<file path="src/hw/rtl/box_filter_image_downscaler_assert.svh">
// Assertion helpers for the box filter downscaler.
// Both sample on clk and are off while rst_n is low.
`ifndef BOX_FILTER_IMAGE_DOWNSCALER_ASSERT_SVH
`define BOX_FILTER_IMAGE_DOWNSCALER_ASSERT_SVH

// Condition that must hold at every clock edge
`define BFD_ALWAYS(lbl, cond, msg) \
    lbl: assert property (@(posedge clk) disable iff (!rst_n) (cond)) else $error(msg);

// Antecedent implies consequent in the same cycle
`define BFD_IMPLIES(lbl, ante, cons, msg) \
    lbl: assert property (@(posedge clk) disable iff (!rst_n) (ante) |-> (cons)) \
        else $error(msg);

`endif

</file>
<file path="src/hw/rtl/bfd_pkg.sv">
package bfd_pkg;

    localparam int MAX_SOURCE_DIM = 4096;
    localparam int MAX_OUT_SIZE   = 256;

    localparam int DIM_W  = 13;                     // width, height, edges
    localparam int SIZE_W = 9;                      // grid side
    localparam int IDX_W  = $clog2(MAX_OUT_SIZE);   // cell index
    localparam int SUM_W  = 32;
    localparam int CNT_W  = 25;
    localparam int MUL_W  = SIZE_W + DIM_W;         // (cell + 2) * source dimension
    localparam int DIV_W  = 32;

    // One source pixel
    typedef struct packed {
        logic [7:0] red;
        logic [7:0] green;
        logic [7:0] blue;
        logic [7:0] alpha;
    } pix_t;

    // Clamped geometry
    typedef struct packed {
        logic [DIM_W-1:0]  width;
        logic [DIM_W-1:0]  height;
        logic [SIZE_W-1:0] size;
        logic              has_alpha;
    } geom_t;

    // Register map
    typedef enum logic [1:0] {
        REG_WIDTH  = 2'd0,
        REG_HEIGHT = 2'd1,
        REG_SIZE   = 2'd2,
        REG_ALPHA  = 2'd3
    } reg_idx_t;

    // Divider request and response
    typedef struct packed {
        logic             start;
        logic [DIV_W-1:0] dividend;
        logic [DIV_W-1:0] divisor;
    } div_req_t;

    typedef struct packed {
        logic             busy;
        logic             done;
        logic [DIV_W-1:0] quotient;
    } div_rsp_t;

endpackage

</file>
<file path="src/hw/rtl/bfd_cfg.sv">
module bfd_cfg
(
    input  logic                clk,
    input  logic                rst_n,
    input  logic                psel,
    input  logic                penable,
    input  logic                pwrite,
    input  logic [3:0]          paddr,
    input  logic [31:0]         pwdata,
    output logic [31:0]         prdata,
    output logic                pready,
    output bfd_pkg::geom_t      geom,
    output logic                restart
);

    logic [bfd_pkg::DIM_W-1:0]  width_reg;
    logic [bfd_pkg::DIM_W-1:0]  height_reg;
    logic [bfd_pkg::SIZE_W-1:0] size_reg;
    logic                       alpha_reg;
    logic                       restart_reg;
    logic                       wr_en;
    bfd_pkg::reg_idx_t          idx;

    assign pready = 1'b1;
    assign wr_en  = psel && penable && pwrite;
    assign idx    = bfd_pkg::reg_idx_t'(paddr[3:2]);

    // Register writes; geometry writes restart the frame
    always_ff @(posedge clk or negedge rst_n)
    begin
        if (!rst_n)
        begin
            width_reg   <= bfd_pkg::DIM_W'(64);
            height_reg  <= bfd_pkg::DIM_W'(64);
            size_reg    <= bfd_pkg::SIZE_W'(64);
            alpha_reg   <= 1'b1;
            restart_reg <= 1'b0;
        end
        else
        begin
            restart_reg <= 1'b0;
            if (wr_en)
            begin
                unique case (idx)
                    bfd_pkg::REG_WIDTH:
                    begin
                        width_reg   <= pwdata[bfd_pkg::DIM_W-1:0];
                        restart_reg <= 1'b1;
                    end
                    bfd_pkg::REG_HEIGHT:
                    begin
                        height_reg  <= pwdata[bfd_pkg::DIM_W-1:0];
                        restart_reg <= 1'b1;
                    end
                    bfd_pkg::REG_SIZE:
                    begin
                        size_reg    <= pwdata[bfd_pkg::SIZE_W-1:0];
                        restart_reg <= 1'b1;
                    end
                    bfd_pkg::REG_ALPHA:
                    begin
                        alpha_reg   <= pwdata[0];
                    end
                endcase
            end
        end
    end

    // Readback
    always_comb
    begin
        unique case (idx)
            bfd_pkg::REG_WIDTH:  prdata = 32'(width_reg);
            bfd_pkg::REG_HEIGHT: prdata = 32'(height_reg);
            bfd_pkg::REG_SIZE:   prdata = 32'(size_reg);
            bfd_pkg::REG_ALPHA:  prdata = 32'(alpha_reg);
        endcase
    end

    // Clamp geometry into its legal range
    always_comb
    begin
        geom.width  = (width_reg == '0) ? bfd_pkg::DIM_W'(1) :
                      (width_reg > bfd_pkg::DIM_W'(bfd_pkg::MAX_SOURCE_DIM)) ?
                      bfd_pkg::DIM_W'(bfd_pkg::MAX_SOURCE_DIM) : width_reg;
        geom.height = (height_reg == '0) ? bfd_pkg::DIM_W'(1) :
                      (height_reg > bfd_pkg::DIM_W'(bfd_pkg::MAX_SOURCE_DIM)) ?
                      bfd_pkg::DIM_W'(bfd_pkg::MAX_SOURCE_DIM) : height_reg;
        geom.size   = (size_reg == '0) ? bfd_pkg::SIZE_W'(1) :
                      (size_reg > bfd_pkg::SIZE_W'(bfd_pkg::MAX_OUT_SIZE)) ?
                      bfd_pkg::SIZE_W'(bfd_pkg::MAX_OUT_SIZE) : size_reg;
        geom.has_alpha = alpha_reg;
    end

    assign restart = restart_reg;

endmodule

</file>
<file path="config.mk">
export PLATFORM = sky130hd
export DESIGN_NAME = bfd_cfg
export DESIGN_NICKNAME = d
export VERILOG_FILES = /design/src/hw/rtl/box_filter_image_downscaler_assert.svh /design/src/hw/rtl/bfd_pkg.sv /design/src/hw/rtl/bfd_cfg.sv
export SDC_FILE = /design/constraint.sdc
export NUM_CORES = 1
export LEC_CHECK = 0
export ABC_AREA = 1
export BUFFER_PORTS_ARGS = -buffer_cell sky130_fd_sc_hd__buf_2
export CELL_PAD_IN_SITES_DETAIL_PLACEMENT = 1
export CELL_PAD_IN_SITES_GLOBAL_PLACEMENT = 1
export CORE_UTILIZATION = 35
export DETAILED_ROUTE_END_ITERATION = 10
export PLACE_DENSITY = 0.91
export SLEW_MARGIN = 20
export SYNTH_ARGS = -nofsm -noshare
export SYNTH_HDL_FRONTEND = slang
export SYNTH_SLANG_ARGS = --single-unit
</file>
<file path="constraint.sdc">
create_clock -name clk -period 2.9 [get_ports clk]
set_input_delay 0.435 -clock clk [delete_from_list [all_inputs] [get_ports clk]]
set_output_delay 0.435 -clock clk [all_outputs]
set_load 0.01 [all_outputs]
</file>
==> metrics.csv <==
metric,value,unit
dpl cell area,2610,um^2
CTS buffer count,5,
initial antenna violation count,0,
final worst slack,0.630,ns
Hold Slack,0.247,ns
launching point of the worst reg2reg path,height_reg[12]$_DFFE_PN0P_,
gp weighted congestion,0.781,
Sequential Area,931,um^2
I/O pin count,111,
Clock Latency Late Sink,0.29,ns
Sink Count,37,
hpwl dp,4830,um
Fin. Hold Viols,0,
Die W,83.6,um
RSZ-0062 raised after global routing,no,
Slew HR,42.7,%
Least-Margin Pin Slew,0.859,ns
wire length of the first global-routing pass,10800,um
dpl ws,0.997,ns
final non-filler cell total,443,
TritonCTS clock tree,yes,
"Core Util, Final",42.7,%
placed cells,435,
Max IR drop VDD,0.225,mV
drt first-iter violations,119,
routed wire length per instance,14.6,um
Tmin final,2.27,ns
DRC,0,
post-synthesis sequential area ratio,40.0,%
Worst Setup End Kind,primary output,
multi-input logic area,1070,um^2
Total GRT Usage,19.8,%
Worst Hold Class,input port to async pin,
share of layout cells above drive strength 1,31.4,%
cell area after synthesis,2330,um^2
H-tree depth,2,
via count,2144,
FMAX,441,MHz
WS Path Type,flop to primary output,
clk_skew,0,ns
total grt overflow,0,
worst r2r dst,height_reg[12]$_DFFE_PN0P_,
period utilization,78.3,%
hold buffer count at CTS,0,
antenna cells,0,
Starting Density,36.5,%
clock root cell,clkbuf_8,
Detailed Route WL,6460,um
R2R Setup Slk,1.96,ns
vias in the first global route,2178,
Setup Viol. Count Final,0,
"Avg Cell Area, Syn",7.69,um^2
Area Overhead vs Synth,17.0,%
"Req. time, crit path",2.47,ns
distinct cell type count after synthesis,27,
CORE AREA,6390,um^2
CTS max path bufs,2,
#FFs+latches synth,37,
post-CTS setup buffers,0,
"CTS clk-pin slew, worst paths",0.08,ns
Nets,406,
Finished Cell Area,2730,um^2
cell row count,29,
"leading cell types in the layout, fill and taps excluded","77 x nand2_1, 69 x buf_2, 41 x inv_1",
R2R depth,2,
routed vias/inst,4.84,
largest net degree at the start of global routing,38,
pwr/cell area,678,nW/um^2
crit-path max FO,9,
crit path launch type,flop,
die area,6990,um^2
Fill cells,838,
Max-Cap Viols,0,
status,"finished, final reports clean",
Design Power,1.85,mW
die height,83.6,um
Syn Inst Count,303,
"commonest non-fill, non-tap cell in the layout",nand2_1,
drt first pass iters,4,
Routed Antenna Nets,0,
WP data arrival,1.83,ns
Max Slew Vio Count,0,
CTS resizes,0,
Ys Warns,0,
final setup TNS,0,ns
port bufs,69,
leakage,1.53,nW
## kinds of logic after synthesis
kind of cell           after synthesis  share of synthesized area [%]
AOI/OAI and AO/OA                   60                           18.5
buffers and inverters               75                           17.2
and+or+nand+nor                    129                           24.0
DFF                                 37                           40.0
other                                2                          0.322
## per-layer routing
layer | vias up | global-route usage, % | share of wire (%)
li1 | 1033 | - | -
met1 | 1038 | 24.9 | 43
met2 | 65 | 34.1 | 51
met3 | 8 | 4.35 | 4.8
met4 | 0 | 5.24 | 1.3
met5 | - | 0 | 0
## area by class of cell
type	count	share of cell area, %
clock buffers	6	3.03
multi-input cells	209	39.1
clock inverters	2	1.38
well taps	77	3.54
flip-flops and latches	37	34.2
repair buffers	69	12.7
inverters	43	6.11
## worst max path at each step
| stage | startpoint | to | cells after the start |
|---|---|---|---|
| after floorplan | width_reg[3]$_DFFE_PN0P_ | geom[24] | 5 |
| after global placement | paddr[2] | prdata[5] | 5 |
| after detailed placement | paddr[2] | prdata[5] | 5 |
| after CTS | width_reg[0]$_DFFE_PN0P_ | geom[25] | 6 |
| after global routing | height_reg[7]$_DFFE_PN0P_ | geom[12] | 6 |
| final | width_reg[0]$_DFFE_PN0P_ | geom[25] | 6 |
## synthesized netlist by cell type
cell type  instances  area, um^2
nand2_1           77         289
inv_1             41         154
nor2_1            34         128
dfrtp_1           33         826
buf_4             22         165
o21ai_2           22         193
o21ai_1           13        65.1
a21boi_0          12        90.1
nand3_1            7        35.0
clkbuf_1           5        18.8
a21oi_1            4        20.0
buf_6              4        45.0
dfstp_2            4         105
nand2_2            4        25.0
nand2_4            3        33.8
o22ai_1            3        18.8
conb_1             2        7.51
nor2_4             2        22.5
o21ai_0            2        10.0
o221ai_1           2        17.5
a22o_1             1        8.76
and3_1             1        6.26
buf_2              1        5.00
inv_2              1        3.75
inv_6              1        8.76
nand2_8            1        20.0
o2111ai_1          1        8.76
## worst max-delay path, stage by stage, from the launching register on
cell and delay (ns):
dfrtp_1 0.43, nor2_1 0.15, nand2_1 0.07, nor2_1 0.14, nand2_1 0.24, a21boi_0 0.33
buf_2 0.19
## power breakdown
group | total [mW] | switching (mW) | internal (mW)
clock | 0.475 | 0.195 | 0.280
sequential | 0.759 | 0.132 | 0.627
combinational | 0.615 | 0.368 | 0.248
total | 1.85 | 0.694 | 1.15
Power figures use the tool's default switching activity.
