===== config.mk =====
export PLATFORM = sky130hd
export DESIGN_NAME = bfd_front_flat
export DESIGN_NICKNAME = d
export VERILOG_FILES = /design/src/hw/rtl/box_filter_image_downscaler_assert.svh /design/src/hw/rtl/bfd_pkg.sv /design/src/hw/rtl/bfd_if.sv /design/src/hw/rtl/bfd_front.sv /design/src/flat_wrapper.sv
export SDC_FILE = /design/constraint.sdc
export NUM_CORES = 1
export LEC_CHECK = 0
export BUFFER_PORTS_ARGS = -buffer_cell sky130_fd_sc_hd__buf_4
export CAP_MARGIN = 15
export CORE_MARGIN = 1.5
export CORE_UTILIZATION = 25
export DETAILED_ROUTE_END_ITERATION = 12
export SYNTH_ARGS = -nofsm -noshare
export SYNTH_HDL_FRONTEND = slang
export SYNTH_SLANG_ARGS = --single-unit

===== constraint.sdc =====
create_clock -name clk -period 6.5 [get_ports clk]
set_input_delay 0.325 -clock clk [delete_from_list [all_inputs] [get_ports clk]]
set_output_delay 0.325 -clock clk [all_outputs]
set_load 0.02 [all_outputs]

===== src/hw/rtl/box_filter_image_downscaler_assert.svh =====
// Assertion helpers for the box filter downscaler.
// Both sample on clk and are off while rst_n is low.
`ifndef BOX_FILTER_IMAGE_DOWNSCALER_ASSERT_SVH
`define BOX_FILTER_IMAGE_DOWNSCALER_ASSERT_SVH

// Condition that must hold at every clock edge
`define BFD_ALWAYS(lbl, cond, msg) \
    lbl: assert property (@(posedge clk) disable iff (!rst_n) (cond)) else $error(msg);

// Antecedent implies consequent in the same cycle
`define BFD_IMPLIES(lbl, ante, cons, msg) \
    lbl: assert property (@(posedge clk) disable iff (!rst_n) (ante) |-> (cons)) \
        else $error(msg);

`endif


===== src/hw/rtl/bfd_pkg.sv =====
package bfd_pkg;

    localparam int MAX_SOURCE_DIM = 4096;
    localparam int MAX_OUT_SIZE   = 256;

    localparam int DIM_W  = 13;                     // width, height, edges
    localparam int SIZE_W = 9;                      // grid side
    localparam int IDX_W  = $clog2(MAX_OUT_SIZE);   // cell index
    localparam int SUM_W  = 32;
    localparam int CNT_W  = 25;
    localparam int MUL_W  = SIZE_W + DIM_W;         // (cell + 2) * source dimension
    localparam int DIV_W  = 32;

    // One source pixel
    typedef struct packed {
        logic [7:0] red;
        logic [7:0] green;
        logic [7:0] blue;
        logic [7:0] alpha;
    } pix_t;

    // Clamped geometry
    typedef struct packed {
        logic [DIM_W-1:0]  width;
        logic [DIM_W-1:0]  height;
        logic [SIZE_W-1:0] size;
        logic              has_alpha;
    } geom_t;

    // Register map
    typedef enum logic [1:0] {
        REG_WIDTH  = 2'd0,
        REG_HEIGHT = 2'd1,
        REG_SIZE   = 2'd2,
        REG_ALPHA  = 2'd3
    } reg_idx_t;

    // Divider request and response
    typedef struct packed {
        logic             start;
        logic [DIV_W-1:0] dividend;
        logic [DIV_W-1:0] divisor;
    } div_req_t;

    typedef struct packed {
        logic             busy;
        logic             done;
        logic [DIV_W-1:0] quotient;
    } div_rsp_t;

endpackage


===== src/hw/rtl/bfd_if.sv =====
// Source pixel channel
interface bfd_in_if;
    logic       valid;
    logic       ready;
    logic [7:0] red_in;
    logic [7:0] green_in;
    logic [7:0] blue_in;
    logic [7:0] alpha_in;

    modport source (output valid, red_in, green_in, blue_in, alpha_in, input ready);
    modport sink   (input valid, red_in, green_in, blue_in, alpha_in, output ready);
endinterface



===== src/hw/rtl/bfd_front.sv =====
module bfd_front
(
    input  logic           clk,
    input  logic           rst_n,
    bfd_in_if.sink         pix_in,
    input  logic           has_alpha,
    output logic           q_valid,
    output bfd_pkg::pix_t  q_data,
    input  logic           q_pop
);

    bfd_pkg::pix_t fifo_reg [2];
    logic          wr_ptr_reg;
    logic          rd_ptr_reg;
    logic [1:0]    count_reg;
    logic          push;
    bfd_pkg::pix_t pix;

    assign pix_in.ready = (count_reg != 2'd2);
    assign push         = pix_in.valid && pix_in.ready;
    assign q_valid      = (count_reg != 2'd0);
    assign q_data       = fifo_reg[rd_ptr_reg];

    // Without alpha every pixel counts as opaque
    always_comb
    begin
        pix.red   = pix_in.red_in;
        pix.green = pix_in.green_in;
        pix.blue  = pix_in.blue_in;
        pix.alpha = has_alpha ? pix_in.alpha_in : 8'd255;
    end

    // Two-entry queue payload
    always_ff @(posedge clk)
    begin
        if (push)
        begin
            fifo_reg[wr_ptr_reg] <= pix;
        end
    end

    // Queue pointers
    always_ff @(posedge clk or negedge rst_n)
    begin
        if (!rst_n)
        begin
            wr_ptr_reg <= 1'b0;
            rd_ptr_reg <= 1'b0;
            count_reg  <= 2'd0;
        end
        else
        begin
            if (push)
            begin
                wr_ptr_reg <= !wr_ptr_reg;
            end
            if (q_pop)
            begin
                rd_ptr_reg <= !rd_ptr_reg;
            end
            case ({push, q_pop})
                2'b10:   count_reg <= count_reg + 2'd1;
                2'b01:   count_reg <= count_reg - 2'd1;
                default: count_reg <= count_reg;
            endcase
        end
    end

endmodule


===== src/flat_wrapper.sv =====
// flat-port wrapper written by rule: the top's interface ports become plain ports
module bfd_front_flat 
  (clk, rst_n, has_alpha, q_valid, q_data, q_pop, pix_in_valid, pix_in_red_in, pix_in_green_in, pix_in_blue_in, pix_in_alpha_in, pix_in_ready);
  bfd_in_if pix_in_i ();
  input  logic clk;
  input  logic rst_n;
  input  logic has_alpha;
  output logic q_valid;
  output bfd_pkg::pix_t q_data;
  input  logic q_pop;
  input wire logic [$bits(pix_in_i.valid)-1:0] pix_in_valid;
  input wire logic [$bits(pix_in_i.red_in)-1:0] pix_in_red_in;
  input wire logic [$bits(pix_in_i.green_in)-1:0] pix_in_green_in;
  input wire logic [$bits(pix_in_i.blue_in)-1:0] pix_in_blue_in;
  input wire logic [$bits(pix_in_i.alpha_in)-1:0] pix_in_alpha_in;
  output wire logic [$bits(pix_in_i.ready)-1:0] pix_in_ready;
  assign pix_in_i.valid = pix_in_valid;
  assign pix_in_i.red_in = pix_in_red_in;
  assign pix_in_i.green_in = pix_in_green_in;
  assign pix_in_i.blue_in = pix_in_blue_in;
  assign pix_in_i.alpha_in = pix_in_alpha_in;
  assign pix_in_ready = pix_in_i.ready;
  bfd_front u_core (.clk(clk), .rst_n(rst_n), .pix_in(pix_in_i), .has_alpha(has_alpha), .q_valid(q_valid), .q_data(q_data), .q_pop(q_pop));
endmodule

==> results.ini <==
[outcome]
outcome = finished, final reports clean

[synthesis]
syn_area_um2 = 2710
ys_warn_count = 0
avgSynthCellArea_um2 = 21.8
yosys_register_bits = 68
synth-seq-area-share_pct = 74.7
ys_top_cells_by_count = 64 x edfxtp_1, 29 x mux2_4, 8 x nand2b_1
synth_edf_count = 64
synthesis.nets = 162
synth_top_area_cell = edfxtp_1
syn_inst = 124
yosysMostFrequentCell = edfxtp_1
ys_types = 15
synth_top_area_share_pct = 71.0
synth_area_leaders = edfxtp_1 71%, mux2_4 16%, dfrtp_1 3.7%, buf_12 2.2%, nand2b_1 1.8%
synthArstFlopShare_pct = 5.88
synth_ff_type = edfxtp_1

[power]
p_per_area_nw_per_um2 = 443
total_power_mw = 1.56
ir_worst_vdd_mv = 0.226
p_leak_nw = 1.37

[final_layout]
utilization_pct = 33.8
final_nets = 240
largest_reg_flops = 64
synthToLayoutAreaGrowth_pct = 30.2
drive_gt1_share_pct = 57.3
design_area_um2 = 3520
antennaDiodeCount = 0

[sta]
period_share_pct = 36.0
fmax_mhz = 427
holdWs_ns = 0.168
min_period_ns = 2.34
fin_worst_skew_ns = 0.0121
finalHoldViolations = 0
rsz0062_at_grt = false
slew_violations = 0
setup-tns-final_ns = 0
relSlewSlack_pct = 29.0
setup-violations-final = 0
worst_pin_slew_ns = 1.07

[detailed_routing]
num_vias = 1327
remaining_drc_errors = 0
drtPass1Iterations = 4
ant_nets = 0
avgViaCountPerCell = 3.88
wl_per_cell_um = 13.2
first_iter_violations = 26
finalWirelength_um = 4520

[setup_path]
end_kind = output port
r2r-start = u_core.count_reg[0]$_DFFE_PN0P_
cp_data_arrival_time_ns = 2.01
reg2reg_to = u_core.fifo_reg[0][9]$_DFFE_PP_
crit_fanout = 33
cp.required_ns = 6.17
r2r_slack_ns = 4.62
criticalPathCategory = flop to output port
reg2reg_depth = 3
critPathLaunchType = flop

[min_path]
hp-start = q_pop
hold_depth = 2
holdPathEnd = u_core.rd_ptr_reg$_DFFE_PN0P_
hold_class = input port to flop

[global_routing]
grt_overflow = 0
grt_max_degree = 34
grt_pass1_vias = 1390
antenna_found_initial = 0
grt_util_all_layers_pct = 8.24
grt_pass1_wl_um = 6770

[die]
die_h_um = 107
dieArea_um2 = 11500
io_pins = 71
fp.coreArea_um2 = 10400
initial_core_util_pct = 26.0
num_rows = 37
dieWidth_um = 107

[clocking]
clk_latency_ns = 0.34
root_buffer = clkbuf_8
clock-sinks = 68
post-cts-setup-buffers = 0
cts_buffer_depth = 2
cts_tree = done
cts_resized = 0
path_clk_slew_ns = 0.07
hold_buffers = 1
cts_made_buffers = 9
htreeDepth = 3

[flow_run]
drv_cap = 0

[placement]
io_buffers = 70
placed_cell_area_um2 = 3340
post-dp-hpwl_um = 2890
gp_congestion = 0.576

-- stage by stage --
| stage | cells | setup WS [ns] |
|---|---|---|
| final | 342 | 4.16 |
| after global routing | 342 | 4.06 |
| after CTS | 342 | 4.08 |
| after detailed placement | 326 | 4.48 |
| after global placement | 326 | 4.48 |
| after floorplan | 124 | 4.04 |
-- area by class of cell --
type                            instances  area [um2]
Tap cell                              136         170
Multi-Input combinational cell         52         622
Clock inverter                          3        38.8
Timing Repair Buffer                   71         536
Sequential cell                        68        2020
Clock buffer                           12         135
Fill cell                            1027        6890
-- how the worst max path moves through the flow --
stage	startpoint	end	slack, ns	cells after the start
2_1_floorplan	u_core.count_reg[0]$_DFFE_PN0P_	u_core.fifo_reg[0][0]$_DFFE_PP_	4.04	3
3_3_place_gp	u_core.rd_ptr_reg$_DFFE_PN0P_	q_data[30]	4.48	2
3_5_place_dp	u_core.rd_ptr_reg$_DFFE_PN0P_	q_data[29]	4.48	2
4_1_cts	u_core.rd_ptr_reg$_DFFE_PN0P_	q_data[29]	4.08	2
5_1_grt	u_core.rd_ptr_reg$_DFFE_PN0P_	q_data[29]	4.06	2
6_report	u_core.rd_ptr_reg$_DFFE_PN0P_	q_data[31]	4.16	2
-- metal layers --
layer	global-route usage (%)	vias up	wire, um
li1	-	624	-
met1	9.12	650	1890
met2	13.0	44	2250
met3	2.61	9	254
met4	6.57	0	127
met5	0	-	0
-- critical path: stages (launching register included) --
cell and delay (ns):
dfrtp_2 1.05, mux2_2 0.42, buf_4 0.16
-- logic make-up after synthesis --
| logic type | count (synthesis) | synth area share, % |
|---|---|---|
| adders and majority gates | 1 | 0.462 |
| and+or+nand+nor | 14 | 3.24 |
| DFF | 68 | 74.7 |
| xor gates and xnor gates | 5 | 1.62 |
| buffers and inverters | 4 | 2.64 |
| muxes | 32 | 17.3 |
-- cells in the final DEF, fill, tap and decap left out, types with 2 or more instances in the layout --
cell type | synthesis | layout
dfrtp_1 | 4 | 3
mux2_4 | 29 | 29
nand2b_1 | 8 | 8
buf_4 | 0 | 70
edfxtp_1 | 64 | 64
clkbuf_1 | 0 | 3
mux2_2 | 3 | 3
xnor2_1 | 3 | 3
xor2_1 | 2 | 2
clkbuf_8 | 0 | 9
-- report_power, final --
group	internal (mW)	total [mW]	switching (mW)
sequential	0.600	0.687	0.0878
combinational	0.301	0.554	0.254
clock	0.174	0.319	0.145
total	1.07	1.56	0.487
Note: power is estimated with default switching activity, not from simulation.
