$ cat config.mk
export PLATFORM = sky130hd
export DESIGN_NAME = bfd_div
export DESIGN_NICKNAME = d
export VERILOG_FILES = /design/src/hw/rtl/box_filter_image_downscaler_assert.svh /design/src/hw/rtl/bfd_pkg.sv /design/src/hw/rtl/bfd_div.sv
export SDC_FILE = /design/constraint.sdc
export NUM_CORES = 1
export LEC_CHECK = 0
export BUFFER_PORTS_ARGS = -buffer_cell sky130_fd_sc_hd__buf_2
export CORE_MARGIN = 2
export CORE_UTILIZATION = 50
export CTS_CLUSTER_DIAMETER = 30
export DETAILED_ROUTE_END_ITERATION = 12
export PLACE_DENSITY = 0.75
export SYNTH_ARGS = -nofsm -noshare
export SYNTH_HDL_FRONTEND = slang
export SYNTH_SLANG_ARGS = --single-unit
$ cat constraint.sdc
create_clock -name clk -period 2.5 [get_ports clk]
set_input_delay 0.5 -clock clk [delete_from_list [all_inputs] [get_ports clk]]
set_output_delay 0.5 -clock clk [all_outputs]
set_load 0.03 [all_outputs]
$ cat src/hw/rtl/box_filter_image_downscaler_assert.svh
// Assertion helpers for the box filter downscaler.
// Both sample on clk and are off while rst_n is low.
`ifndef BOX_FILTER_IMAGE_DOWNSCALER_ASSERT_SVH
`define BOX_FILTER_IMAGE_DOWNSCALER_ASSERT_SVH

// Condition that must hold at every clock edge
`define BFD_ALWAYS(lbl, cond, msg) \
    lbl: assert property (@(posedge clk) disable iff (!rst_n) (cond)) else $error(msg);

// Antecedent implies consequent in the same cycle
`define BFD_IMPLIES(lbl, ante, cons, msg) \
    lbl: assert property (@(posedge clk) disable iff (!rst_n) (ante) |-> (cons)) \
        else $error(msg);

`endif

$ cat src/hw/rtl/bfd_pkg.sv
package bfd_pkg;

    localparam int MAX_SOURCE_DIM = 4096;
    localparam int MAX_OUT_SIZE   = 256;

    localparam int DIM_W  = 13;                     // width, height, edges
    localparam int SIZE_W = 9;                      // grid side
    localparam int IDX_W  = $clog2(MAX_OUT_SIZE);   // cell index
    localparam int SUM_W  = 32;
    localparam int CNT_W  = 25;
    localparam int MUL_W  = SIZE_W + DIM_W;         // (cell + 2) * source dimension
    localparam int DIV_W  = 32;

    // One source pixel
    typedef struct packed {
        logic [7:0] red;
        logic [7:0] green;
        logic [7:0] blue;
        logic [7:0] alpha;
    } pix_t;

    // Clamped geometry
    typedef struct packed {
        logic [DIM_W-1:0]  width;
        logic [DIM_W-1:0]  height;
        logic [SIZE_W-1:0] size;
        logic              has_alpha;
    } geom_t;

    // Register map
    typedef enum logic [1:0] {
        REG_WIDTH  = 2'd0,
        REG_HEIGHT = 2'd1,
        REG_SIZE   = 2'd2,
        REG_ALPHA  = 2'd3
    } reg_idx_t;

    // Divider request and response
    typedef struct packed {
        logic             start;
        logic [DIV_W-1:0] dividend;
        logic [DIV_W-1:0] divisor;
    } div_req_t;

    typedef struct packed {
        logic             busy;
        logic             done;
        logic [DIV_W-1:0] quotient;
    } div_rsp_t;

endpackage

$ cat src/hw/rtl/bfd_div.sv
module bfd_div
(
    input  logic              clk,
    input  logic              rst_n,
    input  bfd_pkg::div_req_t req,
    output bfd_pkg::div_rsp_t rsp
);

    localparam int STEP_W = $clog2(bfd_pkg::DIV_W);

    logic [bfd_pkg::DIV_W-1:0] rem_reg;
    logic [bfd_pkg::DIV_W-1:0] quo_reg;
    logic [bfd_pkg::DIV_W-1:0] dvs_reg;
    logic [STEP_W-1:0]         step_reg;
    logic                      busy_reg;
    logic                      done_reg;
    logic [bfd_pkg::DIV_W:0]   shifted;
    logic [bfd_pkg::DIV_W:0]   diff;

    // One restoring step: shift in the next dividend bit, try subtract
    assign shifted = {rem_reg, quo_reg[bfd_pkg::DIV_W-1]};
    assign diff    = shifted - {1'b0, dvs_reg};

    always_ff @(posedge clk)
    begin
        if (req.start)
        begin
            rem_reg <= '0;
            quo_reg <= req.dividend;
            dvs_reg <= req.divisor;
        end
        else if (busy_reg)
        begin
            if (!diff[bfd_pkg::DIV_W])
            begin
                rem_reg <= diff[bfd_pkg::DIV_W-1:0];
                quo_reg <= {quo_reg[bfd_pkg::DIV_W-2:0], 1'b1};
            end
            else
            begin
                rem_reg <= shifted[bfd_pkg::DIV_W-1:0];
                quo_reg <= {quo_reg[bfd_pkg::DIV_W-2:0], 1'b0};
            end
        end
    end

    // Step counter
    always_ff @(posedge clk or negedge rst_n)
    begin
        if (!rst_n)
        begin
            step_reg <= '0;
            busy_reg <= 1'b0;
            done_reg <= 1'b0;
        end
        else
        begin
            done_reg <= 1'b0;
            if (req.start)
            begin
                step_reg <= '0;
                busy_reg <= 1'b1;
            end
            else if (busy_reg)
            begin
                step_reg <= step_reg + STEP_W'(1);
                if (step_reg == STEP_W'(bfd_pkg::DIV_W - 1))
                begin
                    busy_reg <= 1'b0;
                    done_reg <= 1'b1;
                end
            end
        end
    end

    assign rsp.busy     = busy_reg;
    assign rsp.done     = done_reg;
    assign rsp.quotient = quo_reg;

endmodule

==> impl_metrics.json <==
{
  "dr.pass1.iters": 5,
  "numPlacedInstances": 962,
  "numPortBuffers": 100,
  "setup_viol": 33,
  "synth_area_um2": 6180,
  "final_hold_viol_count": 0,
  "drv_cap": 0,
  "drive_gt1_share_pct": 43.0,
  "vdd_drop_max_mv": 0.545,
  "skew_ns": 0.0104,
  "synth_nets": 709,
  "die_x_um": 115,
  "multiInputGateArea_um2": 3360,
  "viasPerCell": 5.53,
  "ant_nets": 0,
  "drv_slew": 0,
  "synth_seq_cells": 103,
  "seq_area_um2": 2740,
  "cts.htree.levels": 3,
  "ys_async_sr_fraction_pct": 6.80,
  "die_y_um": 115,
  "gp_congestion": 0.926,
  "start_kind": "flip-flop",
  "violations": "negative setup slack",
  "holdPathStages": 1,
  "synth_cell_type_count": 67,
  "cellLeakagePower_nw": 3.74,
  "min_from": "req[8]",
  "core_area_um2": 12100,
  "finalCriticalPeriod_ns": 2.92,
  "cp-end-kind": "flip-flop",
  "crit_type": "reg -> reg",
  "synth_edf_count": 64,
  "cp-startpoint": "quo_reg[31]$_DFFE_PP_",
  "cts_buffers": 9,
  "diodes": 0,
  "syn_area_per_cell_um2": 10.2,
  "crit_required_ns": 2.76,
  "grt_pass1_vias": 5632,
  "fin_ws_ns": -0.419,
  "io_pins": 101,
  "rsz0062_at_grt": "true",
  "cts_tree": "done",
  "synth_cells": 607,
  "syn_to_final_growth_pct": 35.2,
  "fmax_ghz": 0.343,
  "regToRegStartpoint": "quo_reg[31]$_DFFE_PP_",
  "slew_headroom_pct": 50.8,
  "cp.arrival_ns": 3.18,
  "antenna_found_initial": 0,
  "hp-class": "in -> reg",
  "wl_per_cell_um": 15.7,
  "power_mw": 4.16,
  "netlist_top_cells_area": "edfxtp_1 31%, dfxtp_1 10%, ha_1 6.9%",
  "yosysSeqAreaShare_pct": 44.3,
  "vias": 5483,
  "drc": 0,
  "grt_usage_pct": 24.5,
  "clk_pin_slew_ns": 0.08,
  "cp_max_fo": 13,
  "clockBufferDepth": 2,
  "ys.flop_type": "edfxtp_1",
  "grt-ovfl-total": 0,
  "grt_pass1_wl_mm": 25.7,
  "worstMarginPinSlew_ns": 0.738,
  "setup_tns_ns": -11.81,
  "drt_iter0_drc": 277,
  "hpwl_mm": 11.2,
  "fin_cells": 992,
  "drt_wl_total_mm": 15.6,
  "start_util_pct": 51.2,
  "clk_latency_ns": 0.37,
  "ff2ff_path_depth": 13,
  "nFillCells": 899,
  "die_area_um2": 13300,
  "row_count": 40,
  "run_status": "complete, but fails checks",
  "layout.nets": 921,
  "grt_max_degree": 80,
  "p_per_area_nw_per_um2": 497,
  "yosysWarnings": 0,
  "period_share_pct": 117,
  "clock_sinks": 103,
  "cts_root_buffer": "clkbuf_16",
  "yosys.area.top_type_share_pct": 31.1,
  "yosysTopAreaCell": "edfxtp_1"
}
per-layer routing:
metal	track usage [%]	vias to the layer above	wire (µm)
li1	-	2662	-
met1	28.7	2633	6540
met2	42.6	162	7820
met3	7.85	26	950
met4	7.87	0	278
met5	0	-	0
cells in the final DEF (no fill, tap or decap), types with 6 or more instances in the layout:
cell type | Yosys | final
nor2_1 | 53 | 52
nand2_1 | 65 | 47
buf_2 | 4 | 99
nor3_1 | 6 | 6
inv_1 | 44 | 44
and3_1 | 6 | 6
o211ai_1 | 6 | 6
a21oi_1 | 29 | 28
xor2_1 | 11 | 11
xnor2_1 | 9 | 9
dfxtp_1 | 32 | 32
buf_6 | 3 | 7
mux2_2 | 31 | 31
clkbuf_16 | 0 | 9
a21o_1 | 14 | 14
a31oi_1 | 11 | 10
dfrtp_1 | 7 | 6
edfxtp_1 | 64 | 64
a311oi_2 | 20 | 21
o21ai_0 | 24 | 21
nand4_1 | 6 | 6
nand2b_1 | 10 | 9
ha_1 | 34 | 33
or3_1 | 6 | 6
nand2_2 | 0 | 16
nand3_1 | 17 | 12
buf_4 | 3 | 119
critical path: stages, from the launching register on:
cell,delay [ns]
edfxtp_1,0.35
inv_1,0.05
ha_2,0.19
fa_2,0.34
nand2b_4,0.15
a21o_1,0.18
a311o_1,0.30
a21oi_2,0.19
o31ai_4,0.12
buf_6,0.16
xnor2_4,0.21
buf_12,0.18
nor2_1,0.06
a2111oi_2,0.32
area by class of cell:
cell class | count | area share (%)
clock buffer | 9 | 2.70
clock inverter | 7 | 0.674
inverter | 45 | 2.02
multi-input combinational | 428 | 40.3
sequential | 103 | 32.8
tap | 168 | 2.52
timing repair buffer | 232 | 19.1
logic make-up after synthesis:
logic type / share of synthesized area (%)
buf+inv: 5.26
mux: 6.30
simple gates: 14.4
fa+ha+maj: 7.21
compound gates: 19.2
xor+xnor: 3.36
flops: 44.3
path summary, 6_finish.rpt:
kind	slack, ns	endpoint
worst min-delay path	0.30	dvs_reg[8]$_DFFE_PP_
worst min register to register	0.54	step_reg[4]$_DFFE_PN0P_
max in group asynchronous	1.83	busy_reg$_DFF_PN0_
worst max-delay path	-0.42	rem_reg[15]$_SDFFE_PP0P_
min in group asynchronous	0.50	done_reg$_DFF_PN0_
worst max register to register	-0.42	rem_reg[15]$_SDFFE_PP0P_
power breakdown:
part | internal [mW] | switching, mW
clock network | 0.690 | 0.687
registers | 1.93 | 0.0520
logic | 0.352 | 0.445
synth_stat cells (3+ instances only):
master	instances
nand2_1	65
edfxtp_1	64
nor2_1	53
inv_1	44
ha_1	34
dfxtp_1	32
mux2_2	31
a21oi_1	29
o21ai_0	24
a311oi_2	20
clkbuf_1	18
nand3_1	17
a21o_1	14
a31oi_1	11
xor2_1	11
nand2b_1	10
xnor2_1	9
dfrtp_1	7
and3_1	6
nand4_1	6
nor3_1	6
o211ai_1	6
or3_1	6
and2_1	4
buf_2	4
mux2i_1	4
a2111o_1	3
a41oi_1	3
and4_1	3
buf_4	3
buf_6	3
nor3b_1	3
o22ai_1	3
per-stage QoR:
| stage | utilization, % | setup WS (ns) | hold WS (ns) | instance area (µm²) |
|---|---|---|---|---|
| 5_1_grt | 69.3 | -0.545 | 0.290 | 8360 |
| 3_3_place_gp | 64.1 | -0.388 | 0.338 | 7730 |
| 4_1_cts | 68.3 | -0.392 | 0.294 | 8230 |
| 2_1_floorplan | - | -0.387 | 0.204 | 6240 |
| 6_report | 69.3 | -0.419 | 0.304 | 8360 |
| 3_5_place_dp | 64.1 | -0.528 | 0.338 | 7730 |
repair_timing:
action / CTS / global route
resized for setup: 27 / 20
setup buffers: 8 / 5
endpoints found under the setup margin: 33 / 33
endpoints found under the hold margin: 7 / 0
pin swaps: 7 / 6
hold buffers: 1 / 0
Note: power is estimated with default switching activity, not from simulation.
